`config.mk`:
```
export PLATFORM = sky130hd
export DESIGN_NAME = gain_map_log2_ratio_unit_flat
export DESIGN_NICKNAME = d
export VERILOG_FILES = /design/src/glr_pkg.sv /design/src/glr_in_if.sv /design/src/glr_out_if.sv /design/src/gain_map_log2_ratio_unit.sv /design/src/flat_wrapper.sv
export SDC_FILE = /design/constraint.sdc
export NUM_CORES = 1
export LEC_CHECK = 0
export BUFFER_PORTS_ARGS = -buffer_cell sky130_fd_sc_hd__buf_2
export CORE_UTILIZATION = 30
export DETAILED_ROUTE_END_ITERATION = 7
export GPL_TIMING_DRIVEN = 1
export PLACE_DENSITY = 0.5
export REMOVE_ABC_BUFFERS = 1
export SETUP_SLACK_MARGIN = 0.4
export SLEW_MARGIN = 5
export SYNTH_ARGS = -nofsm -noshare
export SYNTH_HDL_FRONTEND = slang
export SYNTH_SLANG_ARGS = --single-unit
```
`constraint.sdc`:
```
create_clock -name clk -period 21.7 [get_ports clk]
set_clock_uncertainty 0.15 [all_clocks]
set_input_delay 2.17 -clock clk [delete_from_list [all_inputs] [get_ports clk]]
set_output_delay 2.17 -clock clk [all_outputs]
set_load 0.02 [all_outputs]
```
`src/glr_pkg.sv`:
```
package glr_pkg;

  localparam int SampleWidth   = 32;
  localparam int InputFracBits = 24;
  localparam int LogTableBits  = 8;
  localparam int TableSize     = 1 << LogTableBits;
  localparam int FracWidth     = 16;
  localparam int IntWidth      = 6;
  localparam int LogWidth      = IntWidth + FracWidth;
  localparam int PosWidth      = $clog2(SampleWidth);
  localparam int CodeWidth     = 16;
  localparam int LevelWidth    = 16;
  localparam int BiasWidth     = LogWidth + 2;

  localparam logic [BiasWidth-1:0] HalfRangeQ16 = BiasWidth'(262144);
  localparam logic [LevelWidth-1:0] LevelReset  = LevelWidth'(16);
  localparam logic [CodeWidth-1:0]  NeutralCode = CodeWidth'(32768);
  localparam logic [CodeWidth-1:0]  MaxCode     = '1;

  typedef logic [TableSize-1:0][FracWidth-1:0] frac_table_t;

  // Entry m holds round(65536 * log2(1 + m / TableSize)), built by a bit-serial
  // log2 of the mantissa held in Q.30: square, and take a one when it reaches 2.
  function automatic frac_table_t build_frac_table();
    frac_table_t tbl;
    logic [63:0] x;
    logic [23:0] acc;
    logic [24:0] rnd;
    for (int m = 0; m < TableSize; m++) begin
      x   = (64'd1 << 30) + (64'(m) << (30 - LogTableBits));
      acc = '0;
      for (int i = 0; i < 24; i++) begin
        x   = (x * x) >> 30;
        acc = {acc[22:0], 1'b0};
        if (x >= (64'd1 << 31)) begin
          x      = x >> 1;
          acc[0] = 1'b1;
        end
      end
      rnd    = 25'(acc) + 25'd128;
      tbl[m] = rnd[FracWidth+7:8];
    end
    return tbl;
  endfunction

  localparam frac_table_t FracTable = build_frac_table();

  function automatic logic [PosWidth-1:0] lead_one_pos(logic [SampleWidth-1:0] x);
    logic [PosWidth-1:0] pos;
    pos = '0;
    for (int i = 0; i < SampleWidth; i++) begin
      if (x[i]) pos = PosWidth'(i);
    end
    return pos;
  endfunction

  // log2 of a nonzero sample in signed Q.16.
  function automatic logic signed [LogWidth-1:0] log2_q16(logic [SampleWidth-1:0] x);
    logic [PosWidth-1:0] pos;
    logic [SampleWidth-1:0] norm;
    logic [LogTableBits-1:0] mant;
    logic signed [IntWidth:0] ipart;
    pos   = lead_one_pos(x);
    norm  = x << (PosWidth'(SampleWidth - 1) - pos);
    mant  = norm[SampleWidth-2 -: LogTableBits];
    ipart = $signed({2'b00, pos}) - (IntWidth+1)'(InputFracBits);
    return $signed({ipart[IntWidth-1:0], FracTable[mant]});
  endfunction

endpackage

```
`src/glr_in_if.sv`:
```
interface glr_in_if import glr_pkg::*; ();
  logic                   valid;
  logic                   ready;
  logic [SampleWidth-1:0] sdr_sample;
  logic [SampleWidth-1:0] hdr_sample;

  modport source (output valid, output sdr_sample, output hdr_sample, input ready);
  modport sink (input valid, input sdr_sample, input hdr_sample, output ready);
endinterface

```
`src/glr_out_if.sv`:
```
interface glr_out_if import glr_pkg::*; ();
  logic                 valid;
  logic                 ready;
  logic [CodeWidth-1:0] gain_code;
  logic                 ratio_valid;

  modport source (output valid, output gain_code, output ratio_valid, input ready);
  modport sink (input valid, input gain_code, input ratio_valid, output ready);
endinterface

```
`src/gain_map_log2_ratio_unit.sv`:
```
// Channel   Dir   Payload                      Beat taken when
// samples   in    sdr_sample, hdr_sample       samples.valid && samples.ready
// gains     out   gain_code, ratio_valid       gains.valid && gains.ready
// cfg       in    cfg_wdata (min_level)        cfg_we
//
// Each beat is taken into the input register and then moves on into the
// result register once that is free, where it is offered on gains until it
// is taken; one pair is taken every cycle while the output side keeps up.
// The log2 of both samples, the difference and the clamp are one pass of
// logic between those two registers; the leading-one search, normalizing
// shift and the constant fraction table set its depth.
// Reset empties both registers and sets min_level to 16. When the output
// stalls, the result holds and the input register still fills once more.
module gain_map_log2_ratio_unit
  import glr_pkg::*;
(
  input  logic                  clk,
  input  logic                  rst,
  input  logic                  cfg_we,
  input  logic [LevelWidth-1:0] cfg_wdata,
  glr_in_if.sink                samples,
  glr_out_if.source             gains
);

  logic [LevelWidth-1:0] min_level;

  // Input register stage.
  logic                   s1_valid;
  logic                   s1_valid_next;
  logic [SampleWidth-1:0] s1_sdr;
  logic [SampleWidth-1:0] s1_hdr;

  // Result register stage.
  logic                   out_valid;
  logic                   out_valid_next;
  logic [CodeWidth-1:0]   out_code;
  logic                   out_ratio_valid;

  logic in_accept;
  logic out_free;
  logic out_load;

  logic                          dark;
  logic signed [LogWidth-1:0]    sdr_log;
  logic signed [LogWidth-1:0]    hdr_log;
  logic signed [LogWidth:0]      diff;
  logic signed [BiasWidth-1:0]   biased;
  logic [CodeWidth-1:0]          code;

  // The result register can take a new beat when it is empty or being drained.
  assign out_free      = !out_valid || gains.ready;
  assign out_load      = s1_valid && out_free;
  assign samples.ready = !s1_valid || out_free;
  assign in_accept     = samples.valid && samples.ready;

  always_comb begin
    s1_valid_next = s1_valid;
    if (in_accept) begin
      s1_valid_next = 1'b1;
    end else if (out_load) begin
      s1_valid_next = 1'b0;
    end
  end

  always_comb begin
    out_valid_next = out_valid;
    if (out_load) begin
      out_valid_next = 1'b1;
    end else if (gains.ready) begin
      out_valid_next = 1'b0;
    end
  end

  // A sample at or below min_level (zero always is) gives neutral gain.
  assign dark = (s1_sdr <= SampleWidth'(min_level)) || (s1_hdr <= SampleWidth'(min_level));

  assign sdr_log = log2_q16(s1_sdr);
  assign hdr_log = log2_q16(s1_hdr);
  assign diff    = (LogWidth+1)'(hdr_log) - (LogWidth+1)'(sdr_log);
  assign biased  = BiasWidth'(diff) + $signed(HalfRangeQ16);

  // Shift the biased difference down by three and clamp to the code range:
  // negative gives zero, anything above bit 18 saturates, and a dark pair gives the neutral code.
  always_comb begin
    if (dark) begin
      code = NeutralCode;
    end else if (biased[BiasWidth-1]) begin
      code = '0;
    end else if (|biased[BiasWidth-2:CodeWidth+3]) begin
      code = MaxCode;
    end else begin
      code = biased[CodeWidth+2:3];
    end
  end

  always_ff @(posedge clk) begin
    if (rst) begin
      min_level <= LevelReset;
      s1_valid  <= 1'b0;
      out_valid <= 1'b0;
    end else begin
      if (cfg_we) begin
        min_level <= cfg_wdata;
      end
      s1_valid  <= s1_valid_next;
      out_valid <= out_valid_next;
    end
  end

  always_ff @(posedge clk) begin
    if (in_accept) begin
      s1_sdr <= samples.sdr_sample;
      s1_hdr <= samples.hdr_sample;
    end
    if (out_load) begin
      out_code        <= code;
      out_ratio_valid <= !dark;
    end
  end

  assign gains.valid       = out_valid;
  assign gains.gain_code   = out_code;
  assign gains.ratio_valid = out_ratio_valid;

`ifndef SYNTHESIS
  a_reset_empties: assert property (@(posedge clk) rst |=> !gains.valid && !s1_valid)
    else $error("pipeline not empty after reset");

  a_dark_neutral: assert property (@(posedge clk) disable iff (rst)
    gains.valid && !gains.ratio_valid |-> gains.gain_code == NeutralCode)
    else $error("dark result without neutral code");

  a_stage_moves: assert property (@(posedge clk) disable iff (rst)
    out_load |=> gains.valid)
    else $error("beat lost between input and result register");

  a_stage_holds: assert property (@(posedge clk) disable iff (rst)
    s1_valid && !out_free |=> s1_valid && $stable(s1_sdr) && $stable(s1_hdr))
    else $error("input register changed while output stalled");
`endif

endmodule
```
`src/flat_wrapper.sv`:
```
// flat-port wrapper written by rule: the top's interface ports become plain ports
module gain_map_log2_ratio_unit_flat import glr_pkg::*;
  (clk, rst, cfg_we, cfg_wdata, samples_valid, samples_sdr_sample, samples_hdr_sample, samples_ready, gains_valid, gains_gain_code, gains_ratio_valid, gains_ready);
  glr_in_if samples_i ();
  glr_out_if gains_i ();
  input  logic clk;
  input  logic rst;
  input  logic cfg_we;
  input  logic [LevelWidth-1:0] cfg_wdata;
  input wire logic [$bits(samples_i.valid)-1:0] samples_valid;
  input wire logic [$bits(samples_i.sdr_sample)-1:0] samples_sdr_sample;
  input wire logic [$bits(samples_i.hdr_sample)-1:0] samples_hdr_sample;
  output wire logic [$bits(samples_i.ready)-1:0] samples_ready;
  output wire logic [$bits(gains_i.valid)-1:0] gains_valid;
  output wire logic [$bits(gains_i.gain_code)-1:0] gains_gain_code;
  output wire logic [$bits(gains_i.ratio_valid)-1:0] gains_ratio_valid;
  input wire logic [$bits(gains_i.ready)-1:0] gains_ready;
  assign samples_i.valid = samples_valid;
  assign samples_i.sdr_sample = samples_sdr_sample;
  assign samples_i.hdr_sample = samples_hdr_sample;
  assign samples_ready = samples_i.ready;
  assign gains_valid = gains_i.valid;
  assign gains_gain_code = gains_i.gain_code;
  assign gains_ratio_valid = gains_i.ratio_valid;
  assign gains_i.ready = gains_ready;
  gain_map_log2_ratio_unit u_core (.clk(clk), .rst(rst), .cfg_we(cfg_we), .cfg_wdata(cfg_wdata), .samples(samples_i), .gains(gains_i));
endmodule
```
==> impl_results.md, run 1 <==
- Status: completed
- Comb power frac: ~73%
- Ys Warns: 0
- Cts hold-fix bufs: 0
- Routed WL per cell: 25.6 µm
- Die Wd: between 200 and 250 µm
- Part of the power in registers: roughly 17%
- Iteration-0 DRC count of the detailed router: about 3500
- Setup_tns: 0 ns
- Sw Ratio: a little under three fifths
- Worst-path clk slew: around 0.080 ns
- Non-Filler Instances: roughly 3300
- First-pass GRT wire length: about 130000 µm
- CP startpoint kind: flip-flop
- Min-Delay Path Depth: 2
- Rel. slew slack: 31.4%
- Chip Height: between 200 and 250 µm
- Antenna diodes: 0
- WP buf/inv: 4
- CP max FO: 48
- Vias in the first global route: between 20000 and 25000
- Worst R2R Setup Slack: roughly 11 ns
- Setup violators final: 0
- Root Buffer: clkbuf_16
- Fin nets: around 2800
- Worst skew pair latency: 0.37 ns
- Synth-to-layout area growth: 6.93%
- Reg2Reg Depth: 29
- Worst slew pin tran: ~1.0 ns
- Hold wc startpoint: u_core.min_level[12]
- Post-synthesis register bit count: 99
- CTS tree: built
- TritonCTS Buffers: 9
- Post-CTS setup buffer count: 0
- MaxCap Viol Count: 0
- Max Root-Sink Buffers: 2
- Internal cell power: between 600 and 700 µW
- Drt pass-1 iters: 6
- Pins Over Slew Limit: 0
- Post-synthesis sequential area ratio: 15.2%
- Worst R2R Start: u_core.s1_hdr[24]
- Worst Path Required: ~22 ns
- Placed instance count: approximately 3300
- Die area: 0.0621 mm²
- Worst path max stage delay: 0.81 ns
- Synth cell types: 107
- Via count: around 22000
- Top area cells in the synthesized netlist: edfxtp_1 13%, ha_1 8.8%, a21oi_1 7.1%
- DP HPWL: between 60000 and 70000 µm
- Psw: roughly 890 µW
- Largest net degree at the start of global routing: 86
- WP data arrival: 10.83 ns
- # fillers: 6533
- Total gr overflow: 0
- Starting density of the core: 30.4%
- Std-Cell Rows: 90
- Synth top area share: 13.3%
- Unrepaired setup endpoints after global routing: false
- Post-DRT Antenna Nets: 0
- # DRC: 0
- Area leader, netlist: edfxtp_1
- Reg2reg end: u_core.gains.gain_code[5]
- Critical Path End Type: flip-flop
- Post-CTS Resized: 0
- Fmax: 91.8 MHz
- H-Tree Level Count: 3
- Hold crit path type: flip-flop to flip-flop
- I/O Buffers: just over 100
- Ys async rst share: 0%
- Power density over the cells: just over 80 mW/mm²
- Final period utilization: between 50% and 60%
- Crit-path slowest cell: nor4_1
- Synthesized area: roughly 0.018 mm²
- Clk sinks: a little under 100
- WHS Endpoint: u_core.min_level[12]
- Leak: roughly 0.0073 µW
- Synth Instances: 2618
- Tot GR Track Use: between 20% and 30%
- VDD IR max: roughly 87 µV
- Synthesized area per cell: between 6 and 7 µm²
- Std-Cell Core Area: just over 0.06 mm²
- Number of enable flip-flop cells after synthesis: a little over 80
- CP top delay family: compound AO/OA/AOI/OAI gates
- Most frequent cell on the critical path: o21ai_0
- Main synth FF type: edfxtp_1
- Drt via density: approximately 6.6
- GP Congestion: between 1 and 1.5
- Fin crit period: about 11 ns
- Total Wirelength: 85300 µm
- Clock power frac: a little over a tenth
- Final Hold Viols: 0
- Layout cells sized above 1: around 11%
- Initial antenna violation count: 1
- Num ports: ~100
- Critical path type: flip-flop to flip-flop
-- layer usage --
layer | vias to the layer above | track usage, % | share of wire [%]
met3 | 273 | 4.75 | 9.8
met1 | 10490 | 34.8 | 41
met2 | 1492 | 40.8 | 44
li1 | 9904 | - | -
met4 | 0 | 12.0 | 5.0
met5 | - | 0 | 0
-- sequential cells by signal, indices dropped and copies added (netlist names) --
signal	flops
u_core.gains.valid	1
u_core.s1_sdr	32
u_core.s1_hdr	32
u_core.gains.gain_code	16
u_core.s1_valid	1
u_core.min_level	16
u_core.gains.ratio_valid	1
-- power groups by stage --
| stage | sequential, µW | combinational [µW] | clock (µW) |
|---|---|---|---|
| 5_1_grt | 267 | 1230 | 174 |
| 3_5_place_dp | 269 | 1110 | 0 |
| 2_1_floorplan | 268 | 750 | 0 |
| 3_3_place_gp | 269 | 1120 | 0 |
| 4_1_cts | 264 | 1120 | 168 |
| 6_report | 264 | 1160 | 165 |
-- cell usage in the layout, fill, tap and decap left out, types with 79 or more instances in the layout --
cell        n
nand2_1   284
nor2_1    280
a21oi_1   259
o21ai_0   206
ha_1      129
buf_2     103
mux2i_1    86
edfxtp_1   81
o211ai_1   80
a211oi_1   79
-- logic make-up (layout without fill, tap and decap cells) --
family                     count (synthesis)  in the layout  synth area share (%)
buffers and inverters                    318            251                  7.25
muxes                                    101            101                  5.89
adders and majority gates                129            129                  8.81
DFF                                       99             99                  15.2
xor gates and xnor gates                  24             24                  1.15
and+or+nand+nor                          865            865                  21.4
AOI/OAI and AO/OA                       1082           1082                  40.2
-- synthesized netlist by cell type (all sizes together) (17+ instances only) --
cell type,number
a31oi,60
nand2b,18
mux2i,88
a21o,29
nor2,285
ha,129
buf,91
a211oi,83
edfxtp,81
nand2,287
a21oi,271
o211ai,80
xnor2,17
dfxtp,18
o311ai,33
or3,19
nor3,65
a221oi,28
o22ai,28
o221ai,22
o31ai,22
inv,80
nand3,74
a311oi,27
nor4,22
o21ai,215
clkbuf,146
and3,22
-- worst max path at each step --
stage / cells past startpoint / to / startpoint
2_1_floorplan: 28 / u_core.gains.gain_code[5] / u_core.s1_hdr[19]
3_3_place_gp: 29 / u_core.gains.gain_code[5] / u_core.s1_hdr[24]
3_5_place_dp: 29 / u_core.gains.gain_code[5] / u_core.s1_hdr[24]
4_1_cts: 29 / u_core.gains.gain_code[5] / u_core.s1_hdr[24]
5_1_grt: 29 / u_core.gains.gain_code[5] / u_core.s1_hdr[24]
6_report: 29 / u_core.gains.gain_code[5] / u_core.s1_hdr[24]
-- per-stage QoR --
stage / hold slack, ns / total power [µW] / instance area, µm² / util, % / setup WS (ns)
2_1_floorplan: 0.310 / 1020 / 17300 / - / 10.57
3_3_place_gp: 0.328 / 1390 / 19300 / 32.0 / 11.22
3_5_place_dp: 0.339 / 1380 / 19300 / 32.0 / 11.13
4_1_cts: 0.358 / 1550 / 19600 / 32.5 / 11.14
5_1_grt: 0.390 / 1670 / 19600 / 32.5 / 10.34
6_report: 0.356 / 1590 / 19600 / 32.5 / 10.81
-- worst min-delay path, stage by stage (launching register included) --
cell and delay (ns):
dfxtp_1 0.34, mux2i_1 0.07, nor2_1 0.07
-- cell type report --
type	count	area [µm²]	share of cell area (%)
clock buffer	9	225	1.15
clock inverter	7	72.6	0.370
timing repair buffer	154	898	4.58
inverter	81	312	1.59
multi-input combinational	2201	14300	73.1
sequential	99	2790	14.3
tap	782	978	4.99
Power figures use the tool's default switching activity.
==> run 2, diff against run 1 <==
Clock period 21.7 ns to 10.85 ns, I/O delays scaled along.
==> run 2 against run 1 <==
  * Total power is 110% higher
  * Sequential share of layout area down 0.26 points
  * Die area stayed put
  * Fmax up 9.3%
  * Highest routed layer is now met5
  * Worst hold slack worse by 0.0041 ns
  * Combinational power is 110% higher
  * Core utilization increased by 0.60 points
  * Non-clock buffer count rose by 40
  * Clock-buffer cell count is 1 higher
==> impl_results.md, run 2 (same netlist as run 1, synthesis figures left out) <==
- Non-Filler Instances: 3373 (+1.2%)
- Fin nets: 2800 (+1.4%)
- Num ports: 104 (unchanged)
- Most frequent cells in the layout: 284 x nand2_1, 280 x nor2_1, 259 x a21oi_1
- Rel. slew slack: 20.7% (-11 points)
- Crit-path slowest cell: a211oi_1
- VDD IR max: 129 µV (+48%)
- Hold crit path type: flip-flop to flip-flop
- Routed WL per cell: 27.3 µm (+6.9%)
- Status: completed
- Total gr overflow: 0 (unchanged)
- Seq. cell area: 0.00279 mm² (unchanged)
- Vias in the first global route: 20759 (+1.4%)
- Post-CTS setup buffer count: 0 (unchanged)
- Setup violators final: 0 (unchanged)
- CP max FO: 20 (-58%)
- Std-Cell Core Area: 0.0604 mm² (unchanged)
- Critical path type: flip-flop to flip-flop
- Final period utilization: 91.8% (+42 points)
- Synth-to-layout area growth: 8.91%
- CP startpoint kind: flip-flop
- Worst Path Required: 10.81 ns (-10.83 ns)
- CP top delay family: compound AO/OA/AOI/OAI gates
- Die area: 0.0621 mm² (unchanged)
- Max Root-Sink Buffers: 2 (unchanged)
- Fin crit period: 9.96 ns (-0.930 ns)
- Unrepaired setup endpoints after global routing: false
- Post-place setup slack: 1.07 ns (-10.06 ns)
- TritonCTS Buffers: 9 (unchanged)
- Post-CTS Resized: 0 (unchanged)
- Starting density of the core: 30.4% (unchanged)
- Post-DRT Antenna Nets: 0 (unchanged)
- Placed instance count: 3357 (+1.2%)
- Iteration-0 DRC count of the detailed router: 3272 (-7.4%)
- I/O Buffers: 103 (unchanged)
- Total Wirelength: 92200 µm (+8.2%)
- Met1 GRT Util: 37.4% (+2.6 points)
- Pins Over Slew Limit: 0 (unchanged)
- Std-Cell Rows: 90 (unchanged)
- Worst-path clk slew: 0.08 ns (about the same)
- Layout cells sized above 1: 12.3% (+1.4 points)
- WP buf/inv: 2 (-2)
- # fillers: 6563 (+0.46%)
- DP HPWL: 67500 µm (+12%)
- Root Buffer: clkbuf_16
- WP data arrival: 9.93 ns (-0.90 ns)
- Footprint of the multi-input gates: 0.0143 mm² (unchanged)
- Total power: 3280 µW (+110%)
- First-pass GRT wire length: 136000 µm (+6.0%)
- Power density over the cells: 165 mW/mm² (+100%)
- Fmax: 100 MHz (+9.3%)
- Largest net degree at the start of global routing: 65 (-24%)
- Top flop regs: u_core.s1_hdr (32), u_core.s1_sdr (32)
- Chip Height: 249 µm (unchanged)
- Setup ws final: 0.886 ns (-9.92 ns)
- Initial antenna violation count: 1 (unchanged)
- Critical Path End Type: flip-flop
- CTS tree: built
- # DRC: 0 (unchanged)
- Worst slew pin tran: 1.18 ns (+0.158 ns)
- Worst R2R Setup Slack: 0.89 ns (-9.92 ns)
- GP Congestion: 1.08 (+5.2%)
- Die Wd: 249 µm (unchanged)
- Drt pass-1 iters: 7 (+1)
- Met3 usage: 5.09% (+0.33 points)
- Antenna diodes: 0 (unchanged)
- MaxCap Viol Count: 0 (unchanged)
- Commonest non-fill, non-tap cell in the layout: nand2_1
- Worst path max stage delay: 0.85 ns (+0.04 ns)
- Most used routing layer: met2
- M2 GR Usage: 44.6% (+3.8 points)
- Final Hold Viols: 0 (unchanged)
- H-Tree Level Count: 3 (unchanged)
- Leak: 0.00747 µW (+3.0%)
- Most frequent cell on the critical path: ha_1
- Cts hold-fix bufs: 0 (unchanged)
- Clk sinks: 99 (unchanged)
- Tot GR Track Use: 28.3% (+2.1 points)
- Worst skew pair latency: 0.37 ns (about the same)
- Drt via density: 6.68 (+0.44%)
- Via count: 22524 (+1.6%)
run 2: metal layers:
metal / up-vias / share of wire [%]
li1: 10011 / -
met1: 10767 / 40
met2: 1478 / 45
met3: 266 / 9.9
met4: 2 / 5.0
met5: - / 0.014
run 2: cell type report:
cell class,count,share of cell area [%]
Clock buffer,10,1.25
Clock inverter,6,0.301
Inverter,81,1.56
Multi-Input combinational cell,2201,71.7
Sequential cell,99,14.0
Tap cell,782,4.90
Timing Repair Buffer,194,6.26
run 2: path summary, 6_finish.rpt:
path,start,endpoint,depth (start not counted)
worst max-delay path,u_core.s1_sdr[24],u_core.gains.gain_code[5],28
worst min-delay path,u_core.min_level[8],u_core.min_level[8],2
worst max register to register,u_core.s1_sdr[24],u_core.gains.gain_code[5],28
worst min register to register,u_core.min_level[8],u_core.min_level[8],2
run 2: worst register-to-register path: cells and delay by family (launching register included):
kind                     cells  cell delay [ns]
buffers and inverters        2             0.69
multiplexers                 2             0.41
flip-flops                   1             0.50
AO/OA/AOI/OAI               13             3.92
adder cells (fa/ha/maj)      3             1.31
AND/OR/NAND/NOR              8             2.72
run 2: metrics by stage:
stage          hold WS (ns)  util (%)  cell area (µm²)  setup TNS, ns
2_1_floorplan         0.310         -            17300          -3.59
3_3_place_gp          0.328      32.5            19600              0
3_5_place_dp          0.339      32.5            19600              0
4_1_cts               0.361      33.1            20000              0
5_1_grt               0.378      33.1            20000              0
6_report              0.352      33.1            20000              0
run 2: power breakdown:
group	internal (µW)	leakage (µW)	switching (µW)
sequential	478	0.000927	56.6
combinational	791	0.00639	1620
clock	176	0.000154	161
total	1440	0.00747	1840
